===== config.mk =====
export PLATFORM = sky130hd
export DESIGN_NAME = timer_driven_run_queue_unit
export DESIGN_NICKNAME = d
export VERILOG_FILES = /design/src/design/tdrq_pkg.sv /design/src/design/tdrq_front.sv /design/src/design/tdrq_cmd_fifo.sv /design/src/design/tdrq_back.sv /design/src/design/timer_driven_run_queue_unit.sv
export SDC_FILE = /design/constraint.sdc
export NUM_CORES = 1
export LEC_CHECK = 0
export BUFFER_PORTS_ARGS = -buffer_cell sky130_fd_sc_hd__buf_2
export CAP_MARGIN = 10
export CORE_ASPECT_RATIO = 0.6
export CORE_MARGIN = 3
export CORE_UTILIZATION = 30
export CTS_CLUSTER_SIZE = 20
export DETAILED_ROUTE_END_ITERATION = 7
export SYNTH_ARGS = -nofsm -noshare
export SYNTH_HDL_FRONTEND = slang
export SYNTH_SLANG_ARGS = --single-unit

===== constraint.sdc =====
create_clock -name aclk -period 3.5 [get_ports aclk]
set_input_delay 0.35 -clock aclk [delete_from_list [all_inputs] [get_ports aclk]]
set_output_delay 0.35 -clock aclk [all_outputs]
set_load 0.02 [all_outputs]

===== src/design/tdrq_pkg.sv =====
// Shared constants, types and helpers of the timer-driven run queue.
`default_nettype none

package tdrq_pkg;

    // Sizing
    localparam int NUM_TASKS   = 16;
    localparam int NUM_TIMERS  = 3;
    localparam int TIMER_WIDTH = 16;

    // Fixed field and register widths
    localparam int FUNC_W      = 2;
    localparam int TASK_W      = 4;
    localparam int COUNT_OUT_W = 5;
    localparam int CFG_W       = 16;
    localparam int CFG_IDX_W   = 3;

    // Register map always carries three timers
    localparam int MAP_TIMERS  = 3;
    localparam int TMR_IDX_W   = 2;
    localparam logic [TMR_IDX_W-1:0] TMR_LAST = TMR_IDX_W'(NUM_TIMERS - 1);

    // Wake sets only cover the low sixteen tasks
    localparam int WAKE_W      = (NUM_TASKS < 16) ? NUM_TASKS : 16;
    localparam int WAKE_IDX_W  = $clog2(WAKE_W);

    // Run queue storage
    localparam int PTR_W       = $clog2(NUM_TASKS);
    localparam int CNT_W       = $clog2(NUM_TASKS + 1);

    // Command queue between front and back
    localparam int CMDQ_DEPTH  = 2;
    localparam int CMDQ_PTR_W  = $clog2(CMDQ_DEPTH);
    localparam int CMDQ_CNT_W  = $clog2(CMDQ_DEPTH + 1);

    // Input operation codes
    localparam logic [FUNC_W-1:0] FUNC_WAKE  = 2'd0;
    localparam logic [FUNC_W-1:0] FUNC_POP   = 2'd1;
    localparam logic [FUNC_W-1:0] FUNC_TICK  = 2'd2;
    localparam logic [FUNC_W-1:0] FUNC_START = 2'd3;

    // Register indexes
    localparam logic [CFG_IDX_W-1:0] REG_TIMER0_INTERVAL  = 3'd0;
    localparam logic [CFG_IDX_W-1:0] REG_TIMER1_INTERVAL  = 3'd1;
    localparam logic [CFG_IDX_W-1:0] REG_TIMER2_INTERVAL  = 3'd2;
    localparam logic [CFG_IDX_W-1:0] REG_TIMER0_LISTENERS = 3'd3;
    localparam logic [CFG_IDX_W-1:0] REG_TIMER1_LISTENERS = 3'd4;
    localparam logic [CFG_IDX_W-1:0] REG_TIMER2_LISTENERS = 3'd5;
    localparam logic [CFG_IDX_W-1:0] REG_IDLE_LISTENERS   = 3'd6;
    localparam logic [CFG_IDX_W-1:0] REG_START_LISTENERS  = 3'd7;

    // Back-end command kinds
    localparam logic [1:0] CMD_WAKESET = 2'd0;
    localparam logic [1:0] CMD_POP     = 2'd1;
    localparam logic [1:0] CMD_TICK    = 2'd2;

    typedef struct packed {
        logic [1:0]        kind;
        logic [WAKE_W-1:0] mask;
    } cmd_t;

    typedef struct packed {
        logic [MAP_TIMERS-1:0][CFG_W-1:0] interval;
        logic [MAP_TIMERS-1:0][CFG_W-1:0] listeners;
        logic [CFG_W-1:0]                 idle_listeners;
        logic [CFG_W-1:0]                 start_listeners;
    } cfg_t;

    // Index of the lowest set bit; zero for an empty mask
    function automatic logic [WAKE_IDX_W-1:0] lowest_bit(input logic [WAKE_W-1:0] mask);
        logic [WAKE_IDX_W-1:0] idx;
        idx = '0;
        for (int i = WAKE_W - 1; i >= 0; i--) begin
            if (mask[i]) begin
                idx = WAKE_IDX_W'(i);
            end
        end
        return idx;
    endfunction

endpackage

`default_nettype wire


===== src/design/tdrq_front.sv =====
// Front end: register file and classification of input beats into commands.
`default_nettype none

module tdrq_front import tdrq_pkg::*; (
    input  wire logic                 aclk,
    input  wire logic                 aresetn,
    input  wire logic                 s_valid,
    output logic                      s_ready,
    input  wire logic [FUNC_W-1:0]    s_func,
    input  wire logic [TASK_W-1:0]    s_task_req,
    input  wire logic                 cfg_we,
    input  wire logic [CFG_IDX_W-1:0] cfg_index,
    input  wire logic [CFG_W-1:0]     cfg_wdata,
    input  wire logic                 q_full,
    output logic                      q_push,
    output cmd_t                      q_cmd,
    output cfg_t                      cfg
);

    cfg_t cfg_reg;
    cfg_t cfg_next;

    always_comb begin
        cfg_next = cfg_reg;
        if (cfg_we) begin
            case (cfg_index)
                REG_TIMER0_INTERVAL:  cfg_next.interval[0]     = cfg_wdata;
                REG_TIMER1_INTERVAL:  cfg_next.interval[1]     = cfg_wdata;
                REG_TIMER2_INTERVAL:  cfg_next.interval[2]     = cfg_wdata;
                REG_TIMER0_LISTENERS: cfg_next.listeners[0]    = cfg_wdata;
                REG_TIMER1_LISTENERS: cfg_next.listeners[1]    = cfg_wdata;
                REG_TIMER2_LISTENERS: cfg_next.listeners[2]    = cfg_wdata;
                REG_IDLE_LISTENERS:   cfg_next.idle_listeners  = cfg_wdata;
                REG_START_LISTENERS:  cfg_next.start_listeners = cfg_wdata;
                default:              cfg_next = cfg_reg;
            endcase
        end
    end

    always_ff @(posedge aclk) begin
        if (!aresetn) begin
            cfg_reg <= '0;
        end else begin
            cfg_reg <= cfg_next;
        end
    end

    assign cfg     = cfg_reg;
    assign s_ready = !q_full;
    assign q_push  = s_valid && s_ready;

    // Single wakes and start become a wake set; out-of-range tasks give an empty set
    always_comb begin
        q_cmd = '0;
        case (s_func)
            FUNC_WAKE: begin
                q_cmd.kind = CMD_WAKESET;
                if (32'(s_task_req) < WAKE_W) begin
                    q_cmd.mask[s_task_req[WAKE_IDX_W-1:0]] = 1'b1;
                end
            end
            FUNC_POP: begin
                q_cmd.kind = CMD_POP;
            end
            FUNC_TICK: begin
                q_cmd.kind = CMD_TICK;
            end
            FUNC_START: begin
                q_cmd.kind = CMD_WAKESET;
                q_cmd.mask = cfg_reg.start_listeners[WAKE_W-1:0];
            end
            default: begin
                q_cmd = '0;
            end
        endcase
    end

endmodule

`default_nettype wire


===== src/design/tdrq_cmd_fifo.sv =====
// Short command queue between front and back end.
`default_nettype none

module tdrq_cmd_fifo import tdrq_pkg::*; (
    input  wire logic aclk,
    input  wire logic aresetn,
    input  wire logic push,
    input  wire cmd_t push_cmd,
    output logic      full,
    input  wire logic pop,
    output logic      not_empty,
    output cmd_t      head_cmd
);

    cmd_t                  entry_reg [CMDQ_DEPTH];
    logic [CMDQ_PTR_W-1:0] wr_ptr_reg;
    logic [CMDQ_PTR_W-1:0] rd_ptr_reg;
    logic [CMDQ_CNT_W-1:0] count_reg;

    function automatic logic [CMDQ_PTR_W-1:0] wrap(input logic [CMDQ_PTR_W-1:0] p);
        return (p == CMDQ_PTR_W'(CMDQ_DEPTH - 1)) ? '0 : p + 1'b1;
    endfunction

    assign full      = (count_reg == CMDQ_CNT_W'(CMDQ_DEPTH));
    assign not_empty = (count_reg != '0);
    assign head_cmd  = entry_reg[rd_ptr_reg];

    always_ff @(posedge aclk) begin
        if (push) begin
            entry_reg[wr_ptr_reg] <= push_cmd;
        end
    end

    always_ff @(posedge aclk) begin
        if (!aresetn) begin
            wr_ptr_reg <= '0;
            rd_ptr_reg <= '0;
            count_reg  <= '0;
        end else begin
            if (push) begin
                wr_ptr_reg <= wrap(wr_ptr_reg);
            end
            if (pop) begin
                rd_ptr_reg <= wrap(rd_ptr_reg);
            end
            if (push && !pop) begin
                count_reg <= count_reg + 1'b1;
            end else if (pop && !push) begin
                count_reg <= count_reg - 1'b1;
            end
        end
    end

endmodule

`default_nettype wire


===== src/design/tdrq_back.sv =====
// Back end: run queue, timers, wake-set walker and result register.
`default_nettype none

module tdrq_back import tdrq_pkg::*; (
    input  wire logic                   aclk,
    input  wire logic                   aresetn,
    input  wire cfg_t                   cfg,
    input  wire logic                   cmd_valid,
    input  wire cmd_t                   cmd,
    output logic                        cmd_pop,
    output logic                        m_valid,
    input  wire logic                   m_ready,
    output logic [TASK_W-1:0]           m_task_id,
    output logic                        m_task_valid,
    output logic [COUNT_OUT_W-1:0]      m_queue_count
);

    localparam logic [1:0] ST_IDLE  = 2'd0;
    localparam logic [1:0] ST_WALK  = 2'd1;
    localparam logic [1:0] ST_TIMER = 2'd2;
    localparam logic [1:0] ST_DONE  = 2'd3;

    localparam logic [CNT_W-1:0] FULL_COUNT = CNT_W'(NUM_TASKS);

    logic [1:0]             state_reg,   state_next;
    logic [WAKE_W-1:0]      mask_reg,    mask_next;
    logic                   tick_reg,    tick_next;
    logic [TMR_IDX_W-1:0]   tmr_idx_reg, tmr_idx_next;
    logic [PTR_W-1:0]       head_reg,    head_next;
    logic [PTR_W-1:0]       tail_reg,    tail_next;
    logic [CNT_W-1:0]       count_reg,   count_next;
    logic [WAKE_W-1:0]      flags_reg,   flags_next;
    logic [TIMER_WIDTH-1:0] tcount_reg [MAP_TIMERS];
    logic [TIMER_WIDTH-1:0] tcount_next [MAP_TIMERS];
    logic [TASK_W-1:0]      res_id_reg,  res_id_next;
    logic                   res_tv_reg,  res_tv_next;
    logic                   out_valid_reg, out_valid_next;
    logic [TASK_W-1:0]      out_id_reg,  out_id_next;
    logic                   out_tv_reg,  out_tv_next;
    logic [COUNT_OUT_W-1:0] out_cnt_reg, out_cnt_next;

    // Run queue storage, no reset: entries are read only after being written
    logic [TASK_W-1:0]      store_reg [NUM_TASKS];
    logic                   store_we;
    logic [TASK_W-1:0]      store_wdata;

    logic [WAKE_IDX_W-1:0]  walk_idx;
    logic [TASK_W-1:0]      head_task;
    logic [TIMER_WIDTH-1:0] tmr_iv;
    logic [TIMER_WIDTH-1:0] tmr_cur;

    function automatic logic [PTR_W-1:0] wrap(input logic [PTR_W-1:0] p);
        return (p == PTR_W'(NUM_TASKS - 1)) ? '0 : p + 1'b1;
    endfunction

    assign walk_idx  = lowest_bit(mask_reg);
    assign head_task = store_reg[head_reg];
    assign tmr_iv    = TIMER_WIDTH'(cfg.interval[tmr_idx_reg]);
    assign tmr_cur   = tcount_reg[tmr_idx_reg];

    always_comb begin
        state_next     = state_reg;
        mask_next      = mask_reg;
        tick_next      = tick_reg;
        tmr_idx_next   = tmr_idx_reg;
        head_next      = head_reg;
        tail_next      = tail_reg;
        count_next     = count_reg;
        flags_next     = flags_reg;
        tcount_next    = tcount_reg;
        res_id_next    = res_id_reg;
        res_tv_next    = res_tv_reg;
        out_valid_next = out_valid_reg;
        out_id_next    = out_id_reg;
        out_tv_next    = out_tv_reg;
        out_cnt_next   = out_cnt_reg;
        cmd_pop        = 1'b0;
        store_we       = 1'b0;
        store_wdata    = TASK_W'(walk_idx);

        if (out_valid_reg && m_ready) begin
            out_valid_next = 1'b0;
        end

        case (state_reg)
            ST_IDLE: begin
                if (cmd_valid) begin
                    cmd_pop     = 1'b1;
                    res_id_next = '0;
                    res_tv_next = 1'b0;
                    tick_next   = 1'b0;
                    case (cmd.kind)
                        CMD_POP: begin
                            if (count_reg != '0) begin
                                res_id_next = head_task;
                                res_tv_next = 1'b1;
                                head_next   = wrap(head_reg);
                                count_next  = count_reg - 1'b1;
                                flags_next[head_task[WAKE_IDX_W-1:0]] = 1'b0;
                                state_next  = ST_DONE;
                            end else begin
                                mask_next  = cfg.idle_listeners[WAKE_W-1:0];
                                state_next = ST_WALK;
                            end
                        end
                        CMD_TICK: begin
                            tick_next    = 1'b1;
                            tmr_idx_next = '0;
                            state_next   = ST_TIMER;
                        end
                        default: begin
                            mask_next  = cmd.mask;
                            state_next = ST_WALK;
                        end
                    endcase
                end
            end

            ST_WALK: begin
                if (mask_reg == '0) begin
                    if (tick_reg && (tmr_idx_reg != TMR_LAST)) begin
                        tmr_idx_next = tmr_idx_reg + 1'b1;
                        state_next   = ST_TIMER;
                    end else begin
                        state_next = ST_DONE;
                    end
                end else begin
                    mask_next[walk_idx] = 1'b0;
                    if (!flags_reg[walk_idx] && (count_reg < FULL_COUNT)) begin
                        store_we             = 1'b1;
                        tail_next            = wrap(tail_reg);
                        count_next           = count_reg + 1'b1;
                        flags_next[walk_idx] = 1'b1;
                    end
                end
            end

            ST_TIMER: begin
                if ((tmr_iv != '0) && (tmr_cur == TIMER_WIDTH'(1))) begin
                    tcount_next[tmr_idx_reg] = tmr_iv;
                    mask_next  = cfg.listeners[tmr_idx_reg][WAKE_W-1:0];
                    state_next = ST_WALK;
                end else begin
                    if (tmr_iv != '0) begin
                        tcount_next[tmr_idx_reg] = (tmr_cur == '0) ? tmr_iv
                                                                   : tmr_cur - 1'b1;
                    end
                    if (tmr_idx_reg == TMR_LAST) begin
                        state_next = ST_DONE;
                    end else begin
                        tmr_idx_next = tmr_idx_reg + 1'b1;
                    end
                end
            end

            ST_DONE: begin
                if (!out_valid_reg || m_ready) begin
                    out_valid_next = 1'b1;
                    out_id_next    = res_id_reg;
                    out_tv_next    = res_tv_reg;
                    out_cnt_next   = COUNT_OUT_W'(count_reg);
                    state_next     = ST_IDLE;
                end
            end

            default: begin
                state_next = ST_IDLE;
            end
        endcase
    end

    always_ff @(posedge aclk) begin
        if (store_we) begin
            store_reg[tail_reg] <= store_wdata;
        end
    end

    always_ff @(posedge aclk) begin
        out_id_reg  <= out_id_next;
        out_tv_reg  <= out_tv_next;
        out_cnt_reg <= out_cnt_next;
        res_id_reg  <= res_id_next;
        res_tv_reg  <= res_tv_next;
        mask_reg    <= mask_next;
    end

    always_ff @(posedge aclk) begin
        if (!aresetn) begin
            state_reg     <= ST_IDLE;
            tick_reg      <= 1'b0;
            tmr_idx_reg   <= '0;
            head_reg      <= '0;
            tail_reg      <= '0;
            count_reg     <= '0;
            flags_reg     <= '0;
            out_valid_reg <= 1'b0;
            for (int k = 0; k < MAP_TIMERS; k++) begin
                tcount_reg[k] <= '0;
            end
        end else begin
            state_reg     <= state_next;
            tick_reg      <= tick_next;
            tmr_idx_reg   <= tmr_idx_next;
            head_reg      <= head_next;
            tail_reg      <= tail_next;
            count_reg     <= count_next;
            flags_reg     <= flags_next;
            out_valid_reg <= out_valid_next;
            tcount_reg    <= tcount_next;
        end
    end

    assign m_valid       = out_valid_reg;
    assign m_task_id     = out_id_reg;
    assign m_task_valid  = out_tv_reg;
    assign m_queue_count = out_cnt_reg;

endmodule

`default_nettype wire


===== src/design/timer_driven_run_queue_unit.sv =====
// Top level of the timer-driven run queue: front end, command queue, back end.
//
// Usage:
//   Input beats (s_func, s_task_req) arrive on a valid/ready channel; every
//   beat yields exactly one result beat (m_task_id, m_task_valid,
//   m_queue_count) on the m_ channel, in order.
//   Operations: wake one task, pop the queue head (an empty pop wakes the idle
//   listeners), tick the timers, start (wake the start listeners).
//   The user writes registers through cfg_we/cfg_index/cfg_wdata only while
//   no beat is in flight (not enforced); they take effect at the next edge.
// Timing:
//   The front end takes a beat whenever its two-entry command queue has room.
//   The back end executes one command at a time: a pop with a task goes from
//   idle straight to done; a wake set walks its set bits before done; a tick
//   visits each timer in turn and walks the listeners of each expiring one.
//   The wake-set walker appends one task per cycle.
// Reset (aresetn low, synchronous): queue empty, all flags clear, timers and
//   registers at zero, no result pending.
// Back-pressure: the result register holds its beat while m_ready is low; the
//   back end stalls, and once the command queue fills s_ready drops.
`default_nettype none

module timer_driven_run_queue_unit import tdrq_pkg::*; (
    input  wire logic                   aclk,
    input  wire logic                   aresetn,
    // Input channel
    input  wire logic                   s_valid,
    output logic                        s_ready,
    input  wire logic [FUNC_W-1:0]      s_func,
    input  wire logic [TASK_W-1:0]      s_task_req,
    // Result channel
    output logic                        m_valid,
    input  wire logic                   m_ready,
    output logic [TASK_W-1:0]           m_task_id,
    output logic                        m_task_valid,
    output logic [COUNT_OUT_W-1:0]      m_queue_count,
    // Register write port
    input  wire logic                   cfg_we,
    input  wire logic [CFG_IDX_W-1:0]   cfg_index,
    input  wire logic [CFG_W-1:0]       cfg_wdata
);

    cfg_t cfg;
    cmd_t push_cmd;
    cmd_t head_cmd;
    logic q_push;
    logic q_full;
    logic q_pop;
    logic q_not_empty;

    // Register file and beat classification
    tdrq_front u_front (
        .aclk       (aclk),
        .aresetn    (aresetn),
        .s_valid    (s_valid),
        .s_ready    (s_ready),
        .s_func     (s_func),
        .s_task_req (s_task_req),
        .cfg_we     (cfg_we),
        .cfg_index  (cfg_index),
        .cfg_wdata  (cfg_wdata),
        .q_full     (q_full),
        .q_push     (q_push),
        .q_cmd      (push_cmd),
        .cfg        (cfg)
    );

    // Decouples acceptance from execution
    tdrq_cmd_fifo u_cmd_fifo (
        .aclk      (aclk),
        .aresetn   (aresetn),
        .push      (q_push),
        .push_cmd  (push_cmd),
        .full      (q_full),
        .pop       (q_pop),
        .not_empty (q_not_empty),
        .head_cmd  (head_cmd)
    );

    // Queue, timers and result register
    tdrq_back u_back (
        .aclk          (aclk),
        .aresetn       (aresetn),
        .cfg           (cfg),
        .cmd_valid     (q_not_empty),
        .cmd           (head_cmd),
        .cmd_pop       (q_pop),
        .m_valid       (m_valid),
        .m_ready       (m_ready),
        .m_task_id     (m_task_id),
        .m_task_valid  (m_task_valid),
        .m_queue_count (m_queue_count)
    );

    // A result without a popped task carries task zero
    a_no_task_id_zero: assert property (@(posedge aclk) disable iff (!aresetn)
        (m_valid && !m_task_valid) |-> (m_task_id == '0))
        else $error("result without task carries non-zero task id");

    // A pop always leaves room for at least one task
    a_pop_leaves_room: assert property (@(posedge aclk) disable iff (!aresetn)
        (m_valid && m_task_valid) |-> (32'(m_queue_count) < NUM_TASKS))
        else $error("queue count too high after pop");

    // Command queue only pops what it holds
    a_pop_nonempty: assert property (@(posedge aclk) disable iff (!aresetn)
        q_pop |-> q_not_empty)
        else $error("command queue popped while empty");

endmodule

`default_nettype wire


==> flow_metrics.env, run 1 <==
export IMPL_p_int_mw=8.44
export IMPL_grt_max_degree=82
export IMPL_antenna_found_initial=0
export IMPL_first_pass_iters=6
export IMPL_leakage_nw=6.04
export IMPL_cp_end_kind="flop"
export IMPL_fillers=5226
export IMPL_final_hold_viol_count=0
export IMPL_hold_path_class="in2reg"
export IMPL_first_iter_violations=1442
export IMPL_finClkSkew_ns=0.0376
export IMPL_seqPwrFrac_pct=40.4
export IMPL_ant_nets=0
export IMPL_tightest_slew_ns=1.16
export IMPL_synth_area_leaders="dfxtp_1 28%, edfxtp_1 25%, nand2_1 8.4%"
export IMPL_maxCapViolations=0
export IMPL_cts_sinks=351
export IMPL_rsz0062_at_grt="no"
export IMPL_core_area_sq_mm=0.0517
export IMPL_port_buffer_count=41
export IMPL_crit_fanout=18
export IMPL_min_period_ns=3.35
export IMPL_crit_chain="nor2b_1 -> a2111o_1 -> a221oi_4 -> mux2i_1 -> o211ai_2 -> nor4b_4 -> buf_6 -> and3_1"
export IMPL_synth_distinct_cells=69
export IMPL_grt_util_all_layers_pct=15.8
export IMPL_grt_pass1_vias=11600
export IMPL_dp_slack_ns=0.165
export IMPL_arrival_ns=3.57
export IMPL_syn_inst=1652
export IMPL_crit_type="reg2reg"
export IMPL_avgSynthCellArea_sq_um=9.65
export IMPL_placed_area_sq_mm=0.0169
export IMPL_regArea_sq_mm=0.00834
export IMPL_swShare_pct=34.4
export IMPL_fin_crit_sh_pct=95.8
export IMPL_ys_flop_type="dfxtp_1"
export IMPL_clk_latency_ns=0.53
export IMPL_final_cell_area_sq_mm=0.0181
export IMPL_synthesis_area_sq_mm=0.0159
export IMPL_viasPerCell=5.27
export IMPL_clk_path_buf_depth=3
export IMPL_status="complete, no violations"
export IMPL_slowest_delay_ns=0.52
export IMPL_final_nets=1711
export IMPL_die_area_sq_mm=0.0561
export IMPL_start_util_pct=30.8
export IMPL_final_cells=2372
export IMPL_worstSetupStartpointType="flop"
export IMPL_required_ns=3.72
export IMPL_area_delta_synth_final_pct=13.3
export IMPL_clk_pin_slew_ns=0.07
export IMPL_root_buffer="clkbuf_16"
export IMPL_dp_cells=2310
export IMPL_dr_total_vias=12500
export IMPL_critPathTopFamily="compound AO/OA/AOI/OAI gates"
export IMPL_post_synth_top_area_cell="dfxtp_1"
export IMPL_wirelength_microns=45200
export IMPL_ys_warn_count=0
export IMPL_ys_seq_area_share_pct=52.3
export IMPL_die_x_microns=304
export IMPL_synth_nets=1708
export IMPL_power_density_mw_per_mm2=712
export IMPL_drcViolationCount=0
export IMPL_io_pin_count=42
export IMPL_drive_gt1_share_pct=10.6
export IMPL_rows=64
export IMPL_grt_ovfl_total=0
export IMPL_tns_ns=0
export IMPL_synthArstFlopShare_pct=0
export IMPL_maxSlewViolCount=0
export IMPL_dp_hpwl_microns=30900
export IMPL_grt_pass1_wl_microns=69700
export IMPL_synth_top_area_share_pct=27.6
export IMPL_combPwrFrac_pct=30.1
export IMPL_cts_tree="yes"
export IMPL_multiInputGateArea_sq_mm=0.00705
export IMPL_finalSetupViolCount=0
export IMPL_cts_max_level=2
export IMPL_routabilityCongestion=0.926
export IMPL_cp_slowest_cell="a221oi_4"
export IMPL_ys_ff_latch=351
export IMPL_max_freq_ghz=0.298
export IMPL_fp_dieH_microns=185
export IMPL_largest_reg_flops=128
export IMPL_cts_buffers=34
export IMPL_avgRoutedWirePerCell_microns=19.0
export IMPL_relSlewSlack_pct=22.5
export IMPL_cp_num_buf_inv=1
export IMPL_n_antenna_cell=0
export IMPL_synth_edff_count=131
export IMPL_vdd_drop_max_v=0.000360
export IMPL_fin_ws_ns=0.148
export IMPL_netSwitchingPower_mw=4.42
export IMPL_p_clk_share_pct=29.5
what timing repair did:
| action | CTS | global route |
|---|---|---|
| buffers inserted | 0 | 1 |
| hold buffers | 0 | 0 |
| endpoints found under the setup margin | 0 | 60 |
| resized for setup | 0 | 2 |
| hold endpoints to repair | 0 | 0 |
worst paths after layout:
path	startpoint	to	slack, ns	depth (start not counted)
max	u_back.mask_reg[6]	u_back.store_reg[5][3]	0.15	8
min	cfg_wdata[3]	u_front.cfg[83]	0.16	3
max reg2reg	u_back.mask_reg[6]	u_back.store_reg[5][3]	0.15	8
min reg2reg	u_back.res_id_reg[2]	u_back.m_task_id[2]	0.42	0
cells by family (layout without fill, tap and decap cells):
family | count (synthesis) | in the layout | synth area share [%]
xor+xnor | 20 | 20 | 1.10
simple gates | 583 | 583 | 16.0
flops | 351 | 351 | 52.3
compound gates | 415 | 415 | 16.1
buf+inv | 142 | 169 | 3.59
fa+ha+maj | 26 | 26 | 2.09
mux | 115 | 115 | 8.84
power by group through the flow:
stage	Sequential [mW]	Combinational (mW)	Clock [mW]
floorplan	5.14	2.70	0
global placement	5.26	3.74	0
detailed placement	5.27	3.79	0
CTS	5.19	3.80	3.87
global route	5.24	4.22	4.06
finish	5.20	3.87	3.79
layer usage:
metal	track usage (%)	part of all wire, %
met1	25.4	52
met2	21.0	38
met3	3.56	8.7
met4	2.75	1.4
met5	0	0
final cells by class:
class                   instances  area share (%)
flip-flops and latches        351            46.2
multi-input cells            1159            39.0
clock buffers                  43            5.30
well taps                     693            4.80
repair buffers                 84            3.24
clock inverters                17           0.942
inverters                      25           0.533
synth_stat cells, drive strengths merged (2+ instances only):
cell type    n
a2111oi      3
a211oi      21
a21o         4
a21oi      200
a221oi       2
a22oi       14
a311oi       3
a31oi        5
a32oi       17
a41oi        3
and2         4
and3        21
buf         16
clkbuf     101
dfxtp      220
edfxtp     131
ha          25
inv         25
mux2         4
mux2i       91
mux4        20
nand2      356
nand2b      19
nand3       19
nand4        9
nor2        96
nor2b       17
nor3        12
nor3b        2
nor4        11
nor4b        2
o211ai       9
o21ai       70
o22ai       26
o2bb2ai     27
o31ai        2
or2          3
or3          4
or4          4
xnor2       11
xor2         9
per-stage QoR:
step | total power [mW] | util (%) | hold slack, ns
2_1_floorplan | 7.84 | - | 0.400
3_3_place_gp | 8.99 | 32.7 | 0.409
3_5_place_dp | 9.06 | 32.7 | 0.407
4_1_cts | 12.9 | 34.9 | 0.145
5_1_grt | 13.5 | 34.9 | 0.155
6_report | 12.9 | 34.9 | 0.165
worst min-delay path: stages:
cell	delay (ns)
buf_2	0.17
nand2_1	0.08
a21oi_1	0.05
cell usage in the layout, fill, tap and decap left out, types with 11 or more instances in the layout:
master	synthesis	routed
nor3_1	11	11
nor2b_1	17	16
a32oi_1	17	17
o2bb2ai_1	27	27
mux4_2	20	20
a211oi_1	21	21
xnor2_1	11	11
nand2_1	356	356
buf_2	2	41
a22oi_1	14	14
nand2b_1	19	19
a21oi_1	200	200
nor2_1	96	96
nand3_1	19	19
inv_1	25	24
buf_4	2	37
and3_1	21	21
mux2i_1	91	91
edfxtp_1	131	131
o22ai_1	26	26
o21ai_0	69	69
ha_1	25	25
dfxtp_1	220	218
clkbuf_16	0	36
Power figures use the tool's default switching activity.
==> inputs of run 2 (changes only) <==
--- a/config.mk
+++ b/config.mk
@@ -9,9 +9,10 @@
 export CAP_MARGIN = 10
 export CORE_ASPECT_RATIO = 0.6
 export CORE_MARGIN = 3
-export CORE_UTILIZATION = 30
+export CORE_UTILIZATION = 50
 export CTS_CLUSTER_SIZE = 20
 export DETAILED_ROUTE_END_ITERATION = 7
+export PLACE_DENSITY = 0.69
 export SYNTH_ARGS = -nofsm -noshare
 export SYNTH_HDL_FRONTEND = slang
 export SYNTH_SLANG_ARGS = --single-unit
==> run 2 against run 1 <==
Critical path depth rose by 4; critical endpoint is now u_back.tcount_reg[27]; maximum frequency rose by 1.6%; total power fell by 1.8%; clock-buffer cell count rose by 5; combinational power barely moved; die area fell by 39%; core utilization rose by 23 points; highest routed layer unchanged.
==> flow_metrics.env, run 2 (synthesis gave the netlist of run 1 again) <==
export IMPL_tightest_slew_ns=1.17
export IMPL_leakage_nw=6.04
export IMPL_die_area_sq_mm=0.0341
export IMPL_clk_pin_slew_ns=0.06
export IMPL_clk_latency_ns=0.52
export IMPL_crit_fanout=17
export IMPL_die_x_microns=237
export IMPL_wirelength_microns=41600
export IMPL_grt_util_all_layers_pct=24.2
export IMPL_cts_sinks=351
export IMPL_utilization_pct=57.6
export IMPL_grt_ovfl_total=0
export IMPL_core_area_sq_mm=0.0307
export IMPL_post_cts_resized=0
export IMPL_port_buffer_count=41
export IMPL_cts_max_level=2
export IMPL_final_hold_viol_count=0
export IMPL_maxCapViolations=0
export IMPL_grt_max_degree=76
export IMPL_ant_nets=0
export IMPL_finClkSkew_ns=0.0158
export IMPL_dp_hpwl_microns=28500
export IMPL_antenna_found_initial=0
export IMPL_clk_path_buf_depth=3
export IMPL_placed_area_sq_mm=0.0166
export IMPL_first_pass_iters=6
export IMPL_netSwitchingPower_mw=4.29
export IMPL_dr_total_vias=12400
export IMPL_tns_ns=0
export IMPL_p_int_mw=8.34
export IMPL_fp_dieH_microns=144
export IMPL_final_cell_area_sq_mm=0.0176
export IMPL_fin_crit_sh_pct=94.3
export IMPL_final_cells=2094
export IMPL_area_delta_synth_final_pct=10.7
export IMPL_dp_cells=2033
export IMPL_n_antenna_cell=0
export IMPL_crit_type="reg2reg"
export IMPL_swShare_pct=34.0
export IMPL_viasPerCell=5.94
export IMPL_avgRoutedWirePerCell_microns=19.9
export IMPL_vdd_drop_max_v=0.000363
export IMPL_seqPwrFrac_pct=40.7
export IMPL_hold_path_class="in2reg"
export IMPL_required_ns=3.88
export IMPL_max_freq_ghz=0.303
export IMPL_grt_pass1_vias=11200
export IMPL_finalSetupViolCount=0
export IMPL_worstSetupStartpointType="flop"
export IMPL_io_pin_count=42
export IMPL_rsz0062_at_grt="no"
export IMPL_routabilityCongestion=0.899
export IMPL_cts_buffers=34
export IMPL_first_iter_violations=1373
export IMPL_power_density_mw_per_mm2=716
export IMPL_drive_gt1_share_pct=11.0
export IMPL_holdPathStages=3
export IMPL_drcViolationCount=0
export IMPL_combPwrFrac_pct=30.8
export IMPL_p_clk_share_pct=28.6
export IMPL_relSlewSlack_pct=21.8
export IMPL_cts_tree="yes"
export IMPL_root_buffer="clkbuf_16"
export IMPL_start_util_pct=52.0
export IMPL_ctsHoldBuffers=0
export IMPL_grt_pass1_wl_microns=64800
export IMPL_status="complete, no violations"
export IMPL_cp_end_kind="flop"
export IMPL_maxSlewViolCount=0
export IMPL_arrival_ns=3.68
export IMPL_largest_reg_flops=128
export IMPL_layout_common_cells="356 x nand2_1, 218 x dfxtp_1, 200 x a21oi_1"
export IMPL_worst_r2r_path_depth=12
export IMPL_min_period_ns=3.30
export IMPL_post_cts_buffers=0
export IMPL_final_nets=1717
export IMPL_mostFrequentLayoutCell="nand2_1"
export IMPL_rows=49
## run 2: cell types whose count changed in the layout (fill, tap and decap cells not counted), moves of 2 or more
| cell | before | now |
|---|---|---|
| clkinv_2 | 4 | 7 |
| buf_12 | 4 | 0 |
| buf_4 | 37 | 49 |
| inv_6 | 0 | 2 |
| buf_6 | 2 | 0 |
| clkbuf_1 | 4 | 10 |
| clkinv_1 | 6 | 1 |
## run 2: power by group through the flow
stage	Clock (mW)	Combinational (mW)	Sequential, mW
floorplan	0	2.70	5.14
global placement	0	3.79	5.20
detailed placement	0	3.81	5.22
CTS	3.67	3.83	5.13
global route	3.84	4.24	5.19
finish	3.61	3.88	5.14
## run 2: metal layers
layer / routed length, microns / global-route usage, % / part of all wire [%]
met1: 20200 / 38.3 / 49
met2: 16700 / 33.1 / 40
met3: 3990 / 5.32 / 9.6
met4: 747 / 5.75 / 1.8
met5: 0 / 0 / 0
## run 2: area by class of cell
class	count	area, sq um
inverter	25	96.3
clock inverter	13	124
multi-input combinational	1159	7050
tap	408	510
fill	2666	13000
clock buffer	48	955
sequential	351	8340
timing repair buffer	90	573
## run 2: critical path, stage by stage, from the launching register on
cell       delay [ns]
dfxtp_4          0.35
nor2b_2          0.66
buf_4            0.37
o2bb2ai_1        0.24
inv_1            0.11
ha_1             0.21
inv_1            0.05
a41oi_1          0.04
o211ai_1         0.24
buf_4            0.26
mux2_2           0.39
mux2i_1          0.16
nor2_1           0.05
## run 2: through the flow
stage	setup slack [ns]	hold WS (ns)	power, mW
floorplan	0.0502	0.400	7.84
global placement	0.289	0.402	8.99
detailed placement	0.230	0.406	9.03
CTS	0.191	0.149	12.6
global route	0.0247	0.167	13.3
finish	0.200	0.174	12.6
## run 2: path summary, 6_finish.rpt
kind,endpoint,slack [ns],startpoint
setup / recovery,u_back.tcount_reg[27],0.20,u_back.tmr_idx_reg[0]
setup reg to reg,u_back.tcount_reg[27],0.20,u_back.tmr_idx_reg[0]
hold / removal,u_front.cfg[66],0.17,cfg_wdata[2]
hold reg to reg,u_back.m_task_id[3],0.42,u_back.res_id_reg[3]
